$ cat config.mk
export PLATFORM = sky130hd
export DESIGN_NAME = bounded_pair_list_top
export DESIGN_NICKNAME = d
export VERILOG_FILES = /design/src/rtl/bpl_pkg.sv /design/src/rtl/bpl_mem.sv /design/src/rtl/bpl_ctrl.sv /design/src/rtl/bounded_pair_list_top.sv
export SDC_FILE = /design/constraint.sdc
export NUM_CORES = 1
export LEC_CHECK = 0
export BUFFER_PORTS_ARGS = -buffer_cell sky130_fd_sc_hd__buf_2
export CAP_MARGIN = 20
export CORE_ASPECT_RATIO = 0.9
export CORE_MARGIN = 2
export CORE_UTILIZATION = 50
export DETAILED_ROUTE_END_ITERATION = 10
export PLACE_DENSITY_LB_ADDON = 0.12
export SYNTH_ARGS = -nofsm -noshare
export SYNTH_HDL_FRONTEND = slang
export SYNTH_SLANG_ARGS = --single-unit
$ cat constraint.sdc
create_clock -name clk -period 18.4 [get_ports clk]
set_input_delay 0.92 -clock clk [delete_from_list [all_inputs] [get_ports clk]]
set_output_delay 0.92 -clock clk [all_outputs]
set_load 0.005 [all_outputs]
$ cat src/rtl/bpl_pkg.sv
// Package for the bounded pair list: item types, operation and status codes,
// and default sizes. No dependencies.
`timescale 1ns / 1ps

package bpl_pkg;

    localparam int CAPACITY_DEF    = 16;
    localparam int KEY_WIDTH_DEF   = 32;
    localparam int VALUE_WIDTH_DEF = 32;

    localparam int OP_W     = 2;
    localparam int FIELD_W  = 32;
    localparam int POS_W    = 8;
    localparam int STATUS_W = 2;
    localparam int HELD_W   = 5;

    localparam logic [OP_W-1:0] OP_ADD    = 2'd0;
    localparam logic [OP_W-1:0] OP_REMOVE = 2'd1;
    localparam logic [OP_W-1:0] OP_READ   = 2'd2;

    localparam logic [STATUS_W-1:0] ST_OK    = 2'd0;
    localparam logic [STATUS_W-1:0] ST_DUP   = 2'd1;
    localparam logic [STATUS_W-1:0] ST_FULL  = 2'd2;
    localparam logic [STATUS_W-1:0] ST_RANGE = 2'd3;

    typedef struct packed {
        logic [OP_W-1:0]    op;
        logic [FIELD_W-1:0] key_in;
        logic [FIELD_W-1:0] value_in;
        logic [POS_W-1:0]   position;
    } req_t;

    typedef struct packed {
        logic [STATUS_W-1:0] status;
        logic [FIELD_W-1:0]  key_out;
        logic [FIELD_W-1:0]  value_out;
        logic [HELD_W-1:0]   entries_held;
    } rsp_t;

endpackage

$ cat src/rtl/bpl_mem.sv
// Pair store: one write port, one read port, registered read data.
// No package dependencies.
`timescale 1ns / 1ps

module bpl_mem #(
    parameter int DEPTH = 16,
    parameter int WIDTH = 64,
    parameter int AW    = 4
) (
    input  logic             clk,
    input  logic             wr_en,
    input  logic [AW-1:0]    wr_addr,
    input  logic [WIDTH-1:0] wr_data,
    input  logic             rd_en,
    input  logic [AW-1:0]    rd_addr,
    output logic [WIDTH-1:0] rd_data
);

    logic [WIDTH-1:0] mem_array [DEPTH];

    always_ff @(posedge clk)
    begin
        if (wr_en)
        begin
            mem_array[wr_addr] <= wr_data;
        end
    end

    always_ff @(posedge clk)
    begin
        if (rd_en)
        begin
            rd_data <= mem_array[rd_addr];
        end
    end

endmodule

$ cat src/rtl/bpl_ctrl.sv
// Sequencer for the pair list: holds the count, runs the duplicate scan and
// the remove shift against bpl_mem. Uses bpl_pkg.
`timescale 1ns / 1ps

module bpl_ctrl #(
    parameter int CAPACITY    = 16,
    parameter int KEY_WIDTH   = 32,
    parameter int VALUE_WIDTH = 32
) (
    input  logic          clk,
    input  logic          rst_n,
    input  logic          req_valid,
    output logic          req_ready,
    input  bpl_pkg::req_t req,
    input  logic          allow_duplicates,
    output logic          res_valid,
    input  logic          res_ready,
    output bpl_pkg::rsp_t res,
    output logic          mem_wr_en,
    output logic [((CAPACITY > 1) ? $clog2(CAPACITY) : 1)-1:0] mem_wr_addr,
    output logic [((KEY_WIDTH < 32) ? KEY_WIDTH : 32)
                  + ((VALUE_WIDTH < 32) ? VALUE_WIDTH : 32)-1:0] mem_wr_data,
    output logic          mem_rd_en,
    output logic [((CAPACITY > 1) ? $clog2(CAPACITY) : 1)-1:0] mem_rd_addr,
    input  logic [((KEY_WIDTH < 32) ? KEY_WIDTH : 32)
                  + ((VALUE_WIDTH < 32) ? VALUE_WIDTH : 32)-1:0] mem_rd_data
);

    import bpl_pkg::*;

    // keys and values wider than the 32-bit fields only ever hold zeros up top
    localparam int KB    = (KEY_WIDTH < FIELD_W) ? KEY_WIDTH : FIELD_W;
    localparam int VB    = (VALUE_WIDTH < FIELD_W) ? VALUE_WIDTH : FIELD_W;
    localparam int AW    = (CAPACITY > 1) ? $clog2(CAPACITY) : 1;
    localparam int CW    = $clog2(CAPACITY + 1);
    localparam int CMP_W = POS_W + 1;

    localparam logic [2:0] S_IDLE   = 3'd0;
    localparam logic [2:0] S_SEARCH = 3'd1;
    localparam logic [2:0] S_FETCH  = 3'd2;
    localparam logic [2:0] S_SHIFT  = 3'd3;
    localparam logic [2:0] S_DONE   = 3'd4;

    logic [2:0]       state_reg, state_next;
    logic [OP_W-1:0]  op_reg, op_next;
    logic [KB-1:0]    key_reg, key_next;
    logic [VB-1:0]    val_reg, val_next;
    logic [POS_W-1:0] pos_reg, pos_next;
    logic [CW-1:0]    count_reg, count_next;
    logic [CW-1:0]    idx_reg, idx_next;
    rsp_t             res_reg, res_next;

    logic [KB-1:0]    rd_key;
    logic [VB-1:0]    rd_val;
    logic             full;
    logic [CMP_W-1:0] count_cmp;

    assign rd_key    = mem_rd_data[KB+VB-1:VB];
    assign rd_val    = mem_rd_data[VB-1:0];
    assign full      = (count_reg == CW'(CAPACITY));
    assign count_cmp = CMP_W'(count_reg);

    assign req_ready = (state_reg == S_IDLE);
    assign res_valid = (state_reg == S_DONE);
    assign res       = res_reg;

    always_comb
    begin
        state_next  = state_reg;
        op_next     = op_reg;
        key_next    = key_reg;
        val_next    = val_reg;
        pos_next    = pos_reg;
        count_next  = count_reg;
        idx_next    = idx_reg;
        res_next    = res_reg;
        mem_wr_en   = 1'b0;
        mem_wr_addr = count_reg[AW-1:0];
        mem_wr_data = {key_reg, val_reg};
        mem_rd_en   = 1'b0;
        mem_rd_addr = idx_reg[AW-1:0];

        unique case (state_reg)
            S_IDLE:
            begin
                if (req_valid)
                begin
                    op_next  = req.op;
                    key_next = req.key_in[KB-1:0];
                    val_next = req.value_in[VB-1:0];
                    pos_next = req.position;
                    res_next = '0;
                    res_next.entries_held = HELD_W'(count_reg);
                    state_next = S_DONE;
                    unique case (req.op) inside
                        OP_ADD:
                        begin
                            if (!allow_duplicates && (count_reg != '0))
                            begin
                                mem_rd_en   = 1'b1;
                                mem_rd_addr = '0;
                                idx_next    = CW'(1);
                                state_next  = S_SEARCH;
                            end
                            else if (full)
                            begin
                                res_next.status = ST_FULL;
                            end
                            else
                            begin
                                mem_wr_en   = 1'b1;
                                mem_wr_data = {req.key_in[KB-1:0], req.value_in[VB-1:0]};
                                count_next  = count_reg + CW'(1);
                                res_next.entries_held = HELD_W'(count_next);
                            end
                        end
                        OP_REMOVE, OP_READ:
                        begin
                            if (CMP_W'(req.position) >= count_cmp)
                            begin
                                res_next.status = ST_RANGE;
                            end
                            else
                            begin
                                mem_rd_en   = 1'b1;
                                mem_rd_addr = AW'(req.position);
                                state_next  = S_FETCH;
                            end
                        end
                        default:
                        begin
                            res_next.status = ST_OK;
                        end
                    endcase
                end
            end

            // rd_data holds entry idx_reg-1; next read is issued in the same cycle
            S_SEARCH:
            begin
                if (rd_key == key_reg)
                begin
                    res_next.status = ST_DUP;
                    state_next      = S_DONE;
                end
                else if (idx_reg < count_reg)
                begin
                    mem_rd_en   = 1'b1;
                    mem_rd_addr = idx_reg[AW-1:0];
                    idx_next    = idx_reg + CW'(1);
                end
                else if (full)
                begin
                    res_next.status = ST_FULL;
                    state_next      = S_DONE;
                end
                else
                begin
                    mem_wr_en  = 1'b1;
                    count_next = count_reg + CW'(1);
                    res_next.entries_held = HELD_W'(count_next);
                    state_next = S_DONE;
                end
            end

            S_FETCH:
            begin
                res_next.key_out   = FIELD_W'(rd_key);
                res_next.value_out = FIELD_W'(rd_val);
                if (op_reg == OP_READ)
                begin
                    state_next = S_DONE;
                end
                else if ((CMP_W'(pos_reg) + CMP_W'(1)) < count_cmp)
                begin
                    mem_rd_en   = 1'b1;
                    mem_rd_addr = AW'(pos_reg + POS_W'(1));
                    idx_next    = CW'(pos_reg);
                    state_next  = S_SHIFT;
                end
                else
                begin
                    count_next = count_reg - CW'(1);
                    res_next.entries_held = HELD_W'(count_next);
                    state_next = S_DONE;
                end
            end

            // write entry idx_reg from idx_reg+1 while reading idx_reg+2
            S_SHIFT:
            begin
                mem_wr_en   = 1'b1;
                mem_wr_addr = idx_reg[AW-1:0];
                mem_wr_data = mem_rd_data;
                if ((CMP_W'(idx_reg) + CMP_W'(2)) < count_cmp)
                begin
                    mem_rd_en   = 1'b1;
                    mem_rd_addr = AW'(idx_reg + CW'(2));
                    idx_next    = idx_reg + CW'(1);
                end
                else
                begin
                    count_next = count_reg - CW'(1);
                    res_next.entries_held = HELD_W'(count_next);
                    state_next = S_DONE;
                end
            end

            S_DONE:
            begin
                if (res_ready)
                begin
                    state_next = S_IDLE;
                end
            end

            default:
            begin
                state_next = S_IDLE;
            end
        endcase
    end

    always_ff @(posedge clk or negedge rst_n)
    begin
        if (!rst_n)
        begin
            state_reg <= S_IDLE;
            count_reg <= '0;
        end
        else
        begin
            state_reg <= state_next;
            count_reg <= count_next;
        end
    end

    always_ff @(posedge clk)
    begin
        op_reg  <= op_next;
        key_reg <= key_next;
        val_reg <= val_next;
        pos_reg <= pos_next;
        idx_reg <= idx_next;
        res_reg <= res_next;
    end

endmodule

$ cat src/rtl/bounded_pair_list_top.sv
// Bounded pair list top level: config register, output register, and the
// sequencer plus pair store. Uses bpl_pkg, bpl_ctrl, bpl_mem.
//
// Usage:
//   req channel (req_valid/req_ready/req) takes one operation item: add a
//   pair, remove at index, or read at index. rsp channel
//   (rsp_valid/rsp_ready/rsp) returns exactly one item per request, in order.
//   cfg_we/cfg_wdata write allow_duplicates (reset value 1); write it only
//   while the block is idle.
// Sequencing (output register free):
//   a plain add, a no-op or an out-of-range index goes from the accept state
//   straight to the done state; an in-range read passes through the fetch
//   state first. With duplicates disallowed an add scans the store, one read
//   per stored entry, and a match ends the scan early. A remove at index p
//   does one store read and write per moved entry. One item is in work at a
//   time; the next item is taken in the cycle after the previous result
//   leaves the sequencer.
// Reset clears the count (empty list) and all handshake state; the store
// needs no clearing. When the receiver stalls, the result waits in the
// output register and the sequencer can still finish one more item.
`timescale 1ns / 1ps

module bounded_pair_list_top #(
    parameter int CAPACITY    = bpl_pkg::CAPACITY_DEF,
    parameter int KEY_WIDTH   = bpl_pkg::KEY_WIDTH_DEF,
    parameter int VALUE_WIDTH = bpl_pkg::VALUE_WIDTH_DEF
) (
    input  logic          clk,
    input  logic          rst_n,
    input  logic          req_valid,
    output logic          req_ready,
    input  bpl_pkg::req_t req,
    output logic          rsp_valid,
    input  logic          rsp_ready,
    output bpl_pkg::rsp_t rsp,
    input  logic          cfg_we,
    input  logic          cfg_wdata
);

    import bpl_pkg::*;

    localparam int KB = (KEY_WIDTH < FIELD_W) ? KEY_WIDTH : FIELD_W;
    localparam int VB = (VALUE_WIDTH < FIELD_W) ? VALUE_WIDTH : FIELD_W;
    localparam int AW = (CAPACITY > 1) ? $clog2(CAPACITY) : 1;

    logic          allow_dup_reg;
    logic          rsp_valid_reg;
    rsp_t          rsp_reg;

    logic          res_valid;
    logic          res_ready;
    rsp_t          res;

    logic          mem_wr_en;
    logic [AW-1:0] mem_wr_addr;
    logic [KB+VB-1:0] mem_wr_data;
    logic          mem_rd_en;
    logic [AW-1:0] mem_rd_addr;
    logic [KB+VB-1:0] mem_rd_data;

    assign res_ready = !rsp_valid_reg || rsp_ready;
    assign rsp_valid = rsp_valid_reg;
    assign rsp       = rsp_reg;

    always_ff @(posedge clk or negedge rst_n)
    begin
        if (!rst_n)
        begin
            allow_dup_reg <= 1'b1;
            rsp_valid_reg <= 1'b0;
        end
        else
        begin
            if (cfg_we)
            begin
                allow_dup_reg <= cfg_wdata;
            end
            if (res_ready)
            begin
                rsp_valid_reg <= res_valid;
            end
        end
    end

    always_ff @(posedge clk)
    begin
        if (res_valid && res_ready)
        begin
            rsp_reg <= res;
        end
    end

    bpl_ctrl #(
        .CAPACITY    (CAPACITY),
        .KEY_WIDTH   (KEY_WIDTH),
        .VALUE_WIDTH (VALUE_WIDTH)
    ) u_ctrl (
        .clk              (clk),
        .rst_n            (rst_n),
        .req_valid        (req_valid),
        .req_ready        (req_ready),
        .req              (req),
        .allow_duplicates (allow_dup_reg),
        .res_valid        (res_valid),
        .res_ready        (res_ready),
        .res              (res),
        .mem_wr_en        (mem_wr_en),
        .mem_wr_addr      (mem_wr_addr),
        .mem_wr_data      (mem_wr_data),
        .mem_rd_en        (mem_rd_en),
        .mem_rd_addr      (mem_rd_addr),
        .mem_rd_data      (mem_rd_data)
    );

    bpl_mem #(
        .DEPTH (CAPACITY),
        .WIDTH (KB + VB),
        .AW    (AW)
    ) u_mem (
        .clk     (clk),
        .wr_en   (mem_wr_en),
        .wr_addr (mem_wr_addr),
        .wr_data (mem_wr_data),
        .rd_en   (mem_rd_en),
        .rd_addr (mem_rd_addr),
        .rd_data (mem_rd_data)
    );

endmodule

==> results of run 1 <==
==> synthesized netlist by cell type (3+ instances only) <==
master and instances:
sky130_fd_sc_hd__a211o_1 3, sky130_fd_sc_hd__a211oi_1 259, sky130_fd_sc_hd__a21o_1 3, sky130_fd_sc_hd__a21oi_1 80, sky130_fd_sc_hd__a22oi_1 68, sky130_fd_sc_hd__a31oi_1 200
sky130_fd_sc_hd__and2_1 4, sky130_fd_sc_hd__and3_1 197, sky130_fd_sc_hd__and4_1 64, sky130_fd_sc_hd__buf_1 31, sky130_fd_sc_hd__buf_2 100, sky130_fd_sc_hd__buf_4 12
sky130_fd_sc_hd__buf_6 6, sky130_fd_sc_hd__clkbuf_1 236, sky130_fd_sc_hd__dfrtp_1 9, sky130_fd_sc_hd__edfxtp_1 1309, sky130_fd_sc_hd__ha_1 25, sky130_fd_sc_hd__inv_1 15
sky130_fd_sc_hd__mux2_1 5, sky130_fd_sc_hd__mux2_2 62, sky130_fd_sc_hd__nand2_1 155, sky130_fd_sc_hd__nand2b_1 5, sky130_fd_sc_hd__nand3_1 330, sky130_fd_sc_hd__nand3b_1 3
sky130_fd_sc_hd__nand4_1 9, sky130_fd_sc_hd__nor2_1 43, sky130_fd_sc_hd__nor2b_1 5, sky130_fd_sc_hd__nor3_1 14, sky130_fd_sc_hd__nor3_2 3, sky130_fd_sc_hd__nor4_1 70
sky130_fd_sc_hd__o2111ai_1 256, sky130_fd_sc_hd__o211ai_1 3, sky130_fd_sc_hd__o21ai_0 84, sky130_fd_sc_hd__o22ai_1 5, sky130_fd_sc_hd__o31ai_1 5, sky130_fd_sc_hd__xnor2_1 42
sky130_fd_sc_hd__xor2_1 3
==> how the worst max path moves through the flow <==
stage	slack, ps	end	cells past startpoint
after detailed placement	11950	u_mem.rd_data[5]	14
after floorplan	11600	u_mem.mem_array[5][0]	8
after global routing	11710	u_mem.rd_data[5]	13
final	11940	u_mem.rd_data[51]	13
after global placement	12100	u_mem.rd_data[46]	14
after CTS	12070	u_mem.rd_data[5]	13
==> cell type report <==
type                       instances  area, µm²  area share [%]
sequential                      1319      39560           64.66
multi-input combinational       2043      13960           22.81
clock buffer                     183       3844           6.282
tap                             1462       1829           2.989
timing repair buffer             223       1361           2.225
clock inverter                    66      568.0          0.9283
inverter                          17      66.31          0.1084
antenna                            1      2.502        0.004090
==> placed cells by master, fill, tap and decap left out, types with 14 or more instances in the layout <==
| master | n |
|---|---|
| sky130_fd_sc_hd__a31oi_1 | 200 |
| sky130_fd_sc_hd__clkbuf_16 | 147 |
| sky130_fd_sc_hd__inv_1 | 14 |
| sky130_fd_sc_hd__clkbuf_1 | 33 |
| sky130_fd_sc_hd__buf_4 | 65 |
| sky130_fd_sc_hd__a21oi_1 | 80 |
| sky130_fd_sc_hd__mux2_2 | 62 |
| sky130_fd_sc_hd__clkinv_1 | 31 |
| sky130_fd_sc_hd__ha_1 | 25 |
| sky130_fd_sc_hd__nand2_1 | 153 |
| sky130_fd_sc_hd__clkinv_2 | 20 |
| sky130_fd_sc_hd__and4_1 | 64 |
| sky130_fd_sc_hd__and3_1 | 196 |
| sky130_fd_sc_hd__a22oi_1 | 68 |
| sky130_fd_sc_hd__edfxtp_1 | 1309 |
| sky130_fd_sc_hd__nand3_1 | 329 |
| sky130_fd_sc_hd__o21ai_0 | 83 |
| sky130_fd_sc_hd__o2111ai_1 | 256 |
| sky130_fd_sc_hd__buf_2 | 153 |
| sky130_fd_sc_hd__nor2_1 | 23 |
| sky130_fd_sc_hd__xnor2_1 | 42 |
| sky130_fd_sc_hd__nor3_1 | 14 |
| sky130_fd_sc_hd__nor2_4 | 21 |
| sky130_fd_sc_hd__nor4_1 | 67 |
| sky130_fd_sc_hd__a211oi_1 | 259 |
==> kinds of logic (layout without fill, tap and decap cells) <==
kind of cell,after synthesis,after routing
and+or+nand+nor,913,913
other,0,1
buffers and inverters,402,489
xor gates and xnor gates,45,45
AOI/OAI and AO/OA,992,992
DFF,1319,1319
adders and majority gates,25,25
muxes,68,68
==> power groups by stage <==
stage | Combinational (mW) | Clock [mW] | Sequential (mW)
final | 2.53 | 2.75 | 3.96
after global routing | 2.69 | 2.89 | 3.98
after global placement | 2.47 | 0 | 4.02
after floorplan | 1.63 | 0 | 3.96
after CTS | 2.50 | 2.78 | 3.96
after detailed placement | 2.49 | 0 | 4.02
==> stage by stage <==
stage                     setup slack, ps  cell area, µm²  utilization (%)  instances
final                               11940           61190            56.10       5314
after global routing                11710           61190            56.10       5313
after CTS                           12070           61160            56.08       5312
after detailed placement            11950           56750            52.03       5063
after global placement              12100           56740            52.03       5062
after floorplan                     11600           54890                -       3764
==> per-layer routing <==
layer / up-vias / share of wire [%] / wire length (µm)
met5: - / 0.012 / 20
met4: 4 / 2.6 / 4281
met3: 286 / 10 / 16540
met2: 2181 / 45 / 74640
met1: 18450 / 42 / 69490
li1: 15400 / - / -
==> summary.txt, run 1 <==
Logic synthesis
  • Portion of synthesized cell area occupied by the leading cell type: 71.61%
  • Share of synthesized registers carrying an async set or reset: 0.7582%
  • Complex-gate fraction of the synthesized area: 13.03%
  • Post-synthesis area per instance: 14.58 µm²
  • Simple-Gate Fraction of Synth Area: 9.079%
  • Share of synthesized cell area in full adder, half adder and majority cells: 0.5699%
  • Most area-hungry cell type in the Yosys netlist: sky130_fd_sc_hd__edfxtp_1
  • Main combinational cell family by area after synthesis: compound AO/OA/AOI/OAI gates
  • Number of enable flip-flop cells after synthesis: 1309
  • Fraction of synthesized area in multiplexers: 1.393%
  • Synth unique cells: 73
  • Main area contributors after synthesis: sky130_fd_sc_hd__edfxtp_1 (72%), sky130_fd_sc_hd__o2111ai_1 (4.1%), sky130_fd_sc_hd__a211oi_1 (3.5%)
  • Post-Syn Nets: 3869
  • Register area share after synthesis: 72.07%
  • Primary flip-flop cell chosen by synthesis mapping: sky130_fd_sc_hd__edfxtp_1
  • Number of synthesized register bits: 1319
  • Xor/xnor cell area share of the yosys netlist: 0.7180%
  • Synthesized instance count: 3764
  • Cell area after synthesis: 54890 µm²
  • Total of warnings raised by yosys: 0

Final layout
  • Number of flip-flops under the largest register name: 1024
  • Syn-to-layout area delta: 11.47%
  • Filler cells: 8705
  • Proportion of layout cells with a drive suffix above 1: 13.74%
  • # nets final: 3847

Place
  • Post-detailed-placement half-perimeter wirelength: 83240 µm
  • Placer congestion estimate: 0.8671
  • Quantity of I/O buffers inserted on ports: 152

Timing
  • Hold violation count in the final report: 0
  • Total negative slack: 0 ps
  • Transition time at the pin with the least slew margin: 1203 ps
  • Setup violators final: 0
  • Top achievable clock speed: 154.7 MHz
  • Layout Skew: 37.36 ps
  • Number of max-slew violations in the final report: 0
  • Final clock period utilization by the worst path: 35.12%
  • Shortest period the worst path allows: 6462 ps
  • Unrepaired setup endpoints after global routing: no
  • Worst slew margin: 19.82%
  • Tightest hold margin: 53.73 ps

Worst setup path
  • Worst-path cell with the longest stage delay: sky130_fd_sc_hd__buf_4
  • Number of buffers and inverters on the critical path: 4
  • Critical path's largest stage delay: 710 ps
  • Kind of cell adding the most delay to the critical path: buffers and inverters
  • Endpoint required time on the critical path: 18950 ps
  • Startpoint Class: flip-flop
  • Number of cell instances on the worst register-to-register path: 13
  • Crit end category: flip-flop
  • Worst EP arrival: 7010 ps
  • Reg-to-Reg Start: u_ctrl.count_reg[1]
  • Largest fanout on the critical path: 45
  • Flop-to-flop setup slack: 11940 ps
  • Capture point of the worst reg-to-reg path: u_mem.rd_data[51]
  • Worst setup path startpoint: u_ctrl.count_reg[1]
  • Cell breakdown of the critical path: clkinv_1, ha_1, and3_1, o21ai_1, a311oi_2, nor3_2, a221oi_1, o21a_4, buf_4, buf_4, nor2_4, buf_4, a211oi_1
  • Most Frequent Cell on Critical Path: sky130_fd_sc_hd__buf_4
  • Critical path start-end classification: reg2reg

Pwr
  • Maximum ir drop on the vdd rail: 0.1602 mV
  • Power density over cell area: 151.0 nW/µm²
  • Int Pwr: 6.102 mW
  • Combinational cell fraction of total power: 27.4%
  • Net switching power of the design: 3.137 mW
  • Total power consumption of the routed design: 9.239 mW
  • Portion of total power attributed to the clock network: 29.7%
  • Switching share of power: 33.95%
  • Sequential cell fraction of total power: 42.9%
  • Lkg Pwr: 19.55 nW

Global route
  • Global routing met3 resource utilization: 5.742%
  • Largest net degree at the start of global routing: 210
  • Wire length of the first global-routing pass: 240900 µm
  • Met2 Resource Use GR: 43.51%
  • Top Usage Layer GRT: met2
  • Initial antenna violation count: 3
  • GRT Util Overall: 28.75%
  • Total grt overflow: 0
  • Number of global-route vias before repair: 34540
  • M1 GR Usage: 42.15%

Floorplan
  • Boundary Pins: 153
  • Starting density of the core: 50.33%
  • Site Rows: 115
  • Die H: 318.3 µm
  • Die Outline Area: 112500 µm²
  • Die boundary width: 353.3 µm
  • Standard cell core area: 109100 µm²

Clocking
  • Clock buffer count from CTS: 138
  • TritonCTS clock tree: built
  • Total number of H-tree levels: 4
  • Clk_lat worst skew: 760 ps
  • Number of setup buffers added after CTS: 0
  • Hold-fix buffers, CTS: 0
  • Buffer type at the clock tree root: sky130_fd_sc_hd__clkbuf_16
  • Total of cells resized after clock tree synthesis: 0
  • Number of buffers on the longest clock path: 3
  • Clock slew at the register clock pins of the worst setup and hold paths: 60 ps
  • Sink Count: 1319

Routing
  • Antenna Violating Nets Remaining: 0
  • Wire length after detailed routing: 165000 µm
  • Final routed DRC violation total: 0
  • Number of detailed-routing iterations run before antenna repair: 6
  • Post-DR wirelength/cell: 31.04 µm
  • Via density: 6.836
  • Detailed-route via count: 36330
  • DRC violation total after the first TritonRoute iteration: 4643

Status
  • Status: finished, final reports clean

Run
  • Count of max-cap constraint violations: 0

Worst hold path
  • Type of the tightest min-delay check: in2async
(Power assumes the default switching activity.)
==> inputs of run 2 (changes only) <==
- clock period: 18.4 -> 5.5 ns (I/O delays scaled with it)
==> run 2 against run 1 <==
Effect of this change: non-clock buffer count increased by 118; via count is 1.8% higher; worst hold slack better by 200 ps; clock power grew to 3.2 times the previous value; critical path type unchanged; critical endpoint is now u_mem.rd_data[0]; largest cell class unchanged.
==> summary.txt, run 2 (synthesis gave the netlist of run 1 again) <==
Final layout
  • Multi-input combinational cell area: 13950 µm² (about the same)
  • Final cell count without fillers: 5425 (+2.1%)
  • Proportion of layout cells with a drive suffix above 1: 14.01% (+0.27 points)
  • Final core utilization: 57.38% (+1.3 points)
  • Number of flip-flops under the largest register name: 1024 (unchanged)
  • Filler cells: 8492 (-2.4%)
  • Final design instance area without fill: 62590 µm² (+2.3%)
  • Leading cell type in the layout, fill and taps excluded: sky130_fd_sc_hd__edfxtp_1
  • Seq. cell area: 39560 µm² (unchanged)
  • # nets final: 3961 (+3.0%)
  • Syn-to-layout area delta: 14.02%
  • Leading cell types in the layout, fill and taps excluded: sky130_fd_sc_hd__edfxtp_1 (1309), sky130_fd_sc_hd__nand3_1 (329), sky130_fd_sc_hd__a211oi_1 (259), sky130_fd_sc_hd__o2111ai_1 (256), sky130_fd_sc_hd__a31oi_1 (200)

Run
  • Count of max-cap constraint violations: 0 (unchanged)

Worst setup path
  • Startpoint Class: flip-flop
  • Crit end category: flip-flop
  • Cell breakdown of the critical path: ha_1, nand3_1, xnor2_1, ha_1, a2111oi_0, o31ai_1, a21o_1, nor3_2, a221oi_4, nand3_4, buf_12, buf_4, nand3_1, and4_1, a211oi_1
  • Worst-path cell with the longest stage delay: sky130_fd_sc_hd__nor3_2
  • Largest fanout on the critical path: 39 (-13%)
  • Number of buffers and inverters on the critical path: 2 (-2)
  • Worst EP arrival: 5230 ps (-1780 ps)
  • Critical path start-end classification: reg2reg
  • Critical path's largest stage delay: 530 ps (-180 ps)
  • Endpoint required time on the critical path: 5980 ps (-12970 ps)
  • Kind of cell adding the most delay to the critical path: compound AO/OA/AOI/OAI gates

Floorplan
  • Boundary Pins: 153 (unchanged)
  • Standard cell core area: 109100 µm² (unchanged)
  • Die H: 318.3 µm (unchanged)
  • Die Outline Area: 112500 µm² (unchanged)
  • Die boundary width: 353.3 µm (unchanged)
  • Site Rows: 115 (unchanged)
  • Starting density of the core: 50.33% (unchanged)

Routing
  • Post-DR wirelength/cell: 30.59 µm (-1.5%)
  • DRC violation total after the first TritonRoute iteration: 4741 (+2.1%)
  • Wire length after detailed routing: 166000 µm (+0.60%)
  • Detailed-route via count: 36970 (+1.8%)
  • Antenna Violating Nets Remaining: 0 (unchanged)
  • Final routed DRC violation total: 0 (unchanged)
  • Number of detailed-routing iterations run before antenna repair: 6 (unchanged)
  • Via density: 6.814 (-0.33%)

Timing
  • Setup violators final: 0 (unchanged)
  • Unrepaired setup endpoints after global routing: no
  • Number of max-slew violations in the final report: 0 (unchanged)
  • Layout Skew: 31.36 ps (-5.999 ps)
  • Total negative slack: 0 ps (unchanged)
  • Final clock period utilization by the worst path: 86.28% (+51 points)
  • Worst slew margin: 20.75% (+0.92 points)
  • Hold violation count in the final report: 0 (unchanged)
  • Shortest period the worst path allows: 4745 ps (-1717 ps)
  • Top achievable clock speed: 210.7 MHz (+36%)
  • Transition time at the pin with the least slew margin: 1189 ps (-13.87 ps)

Global route
  • Total grt overflow: 0 (unchanged)
  • Initial antenna violation count: 2 (-1)
  • Wire length of the first global-routing pass: 243600 µm (+1.1%)
  • Largest net degree at the start of global routing: 193 (-8.1%)
  • Number of global-route vias before repair: 35230 (+2.0%)
  • GRT Util Overall: 29.07% (+0.32 points)

Place
  • Placer congestion estimate: 0.8620 (-0.59%)
  • Quantity of I/O buffers inserted on ports: 152 (unchanged)
  • Number of placed instances with taps included: 5101 (+0.75%)
  • Post-detailed-placement half-perimeter wirelength: 84200 µm (+1.2%)
  • Area post-placement: 57570 µm² (+1.4%)

Clocking
  • Clock slew at the register clock pins of the worst setup and hold paths: 60 ps (about the same)
  • Clock buffer count from CTS: 134 (-2.9%)
  • Number of buffers on the longest clock path: 3 (unchanged)
  • Total number of H-tree levels: 4 (unchanged)
  • Clk_lat worst skew: 750 ps (about the same)
  • TritonCTS clock tree: built
  • Number of setup buffers added after CTS: 0 (unchanged)
  • Sink Count: 1319 (unchanged)
  • Buffer type at the clock tree root: sky130_fd_sc_hd__clkbuf_16

Pwr
  • Total power consumption of the routed design: 30.98 mW (+240%)
  • Power density over cell area: 495.0 nW/µm² (+230%)
  • Lkg Pwr: 20.12 nW (+2.9%)
  • Maximum ir drop on the vdd rail: 0.6546 mV (+310%)

Worst hold path
  • Type of the tightest min-delay check: in2reg

Status
  • Status: finished, final reports clean
[run 2: cell types whose count changed in the layout (fill, tap and decap cells not counted), moves of 4 or more]
cell,before,now
sky130_fd_sc_hd__buf_12,4,47
sky130_fd_sc_hd__buf_4,65,61
sky130_fd_sc_hd__dlygate4sd3_1,0,81
sky130_fd_sc_hd__clkbuf_1,33,38
sky130_fd_sc_hd__clkbuf_16,147,141
sky130_fd_sc_hd__inv_6,2,6
[run 2: layer usage]
metal  global-route usage (%)  wire length (µm)
met1                    42.81             69930
met2                    43.00             74000
met3                    6.292             17080
met4                    9.797              4957
met5                        0                 0
[run 2: timing repair]
item	4_1_cts	5_1_grt
endpoints found under the hold margin	88	0
resized for setup	0	0
hold buffers	81	0
[run 2: worst paths after layout]
path,cells past startpoint,from,slack [ps],endpoint
worst max-delay path,15,u_ctrl.pos_reg[0],750,u_mem.rd_data[0]
worst min-delay path,2,req[47],260,u_ctrl.key_reg[7]
worst max register to register,15,u_ctrl.pos_reg[0],750,u_mem.rd_data[0]
worst min register to register,0,u_ctrl.res[18],410,rsp[18]
max in group asynchronous,4,rst_n,3970,u_ctrl.state_reg[1]
min in group asynchronous,3,rst_n,580,allow_dup_reg
[run 2: where the power goes]
part / internal [mW] / leakage (nW) / switching (mW) / total (mW)
combinational: 2.62 / 6.05 / 6.28 / 8.89
sequential: 12.8 / 12.0 / 0.427 / 13.2
clock: 5.07 / 2.06 / 3.81 / 8.88
total: 20.5 / 20.1 / 10.5 / 31.0
[run 2: per-stage QoR]
step                setup slack (ps)  hold WS (ps)
finish                         754.6         257.3
global placement               850.8         169.0
CTS                            735.6         213.3
detailed placement             882.9         171.5
global route                   546.2         251.5
floorplan                     -943.8        -20.59
[run 2: final cells by class]
| class | instances | area share [%] |
|---|---|---|
| repair buffers | 341 | 4.746 |
| clock buffers | 179 | 5.866 |
| flip-flops and latches | 1319 | 63.21 |
| inverters | 17 | 0.1060 |
| clock inverters | 62 | 0.8496 |
| diodes | 2 | 0.007997 |
| multi-input cells | 2043 | 22.29 |
| well taps | 1462 | 2.923 |
[run 2: worst register-to-register path: stages, from the launching register on]
cell and delay (ps):
sky130_fd_sc_hd__edfxtp_1 430, sky130_fd_sc_hd__ha_1 270, sky130_fd_sc_hd__nand3_1 110, sky130_fd_sc_hd__xnor2_1 120
sky130_fd_sc_hd__ha_1 270, sky130_fd_sc_hd__a2111oi_0 470, sky130_fd_sc_hd__o31ai_1 140, sky130_fd_sc_hd__a21o_1 260
sky130_fd_sc_hd__nor3_2 530, sky130_fd_sc_hd__a221oi_4 180, sky130_fd_sc_hd__nand3_4 400, sky130_fd_sc_hd__buf_12 370
sky130_fd_sc_hd__buf_4 210, sky130_fd_sc_hd__nand3_1 70, sky130_fd_sc_hd__and4_1 210, sky130_fd_sc_hd__a211oi_1 440
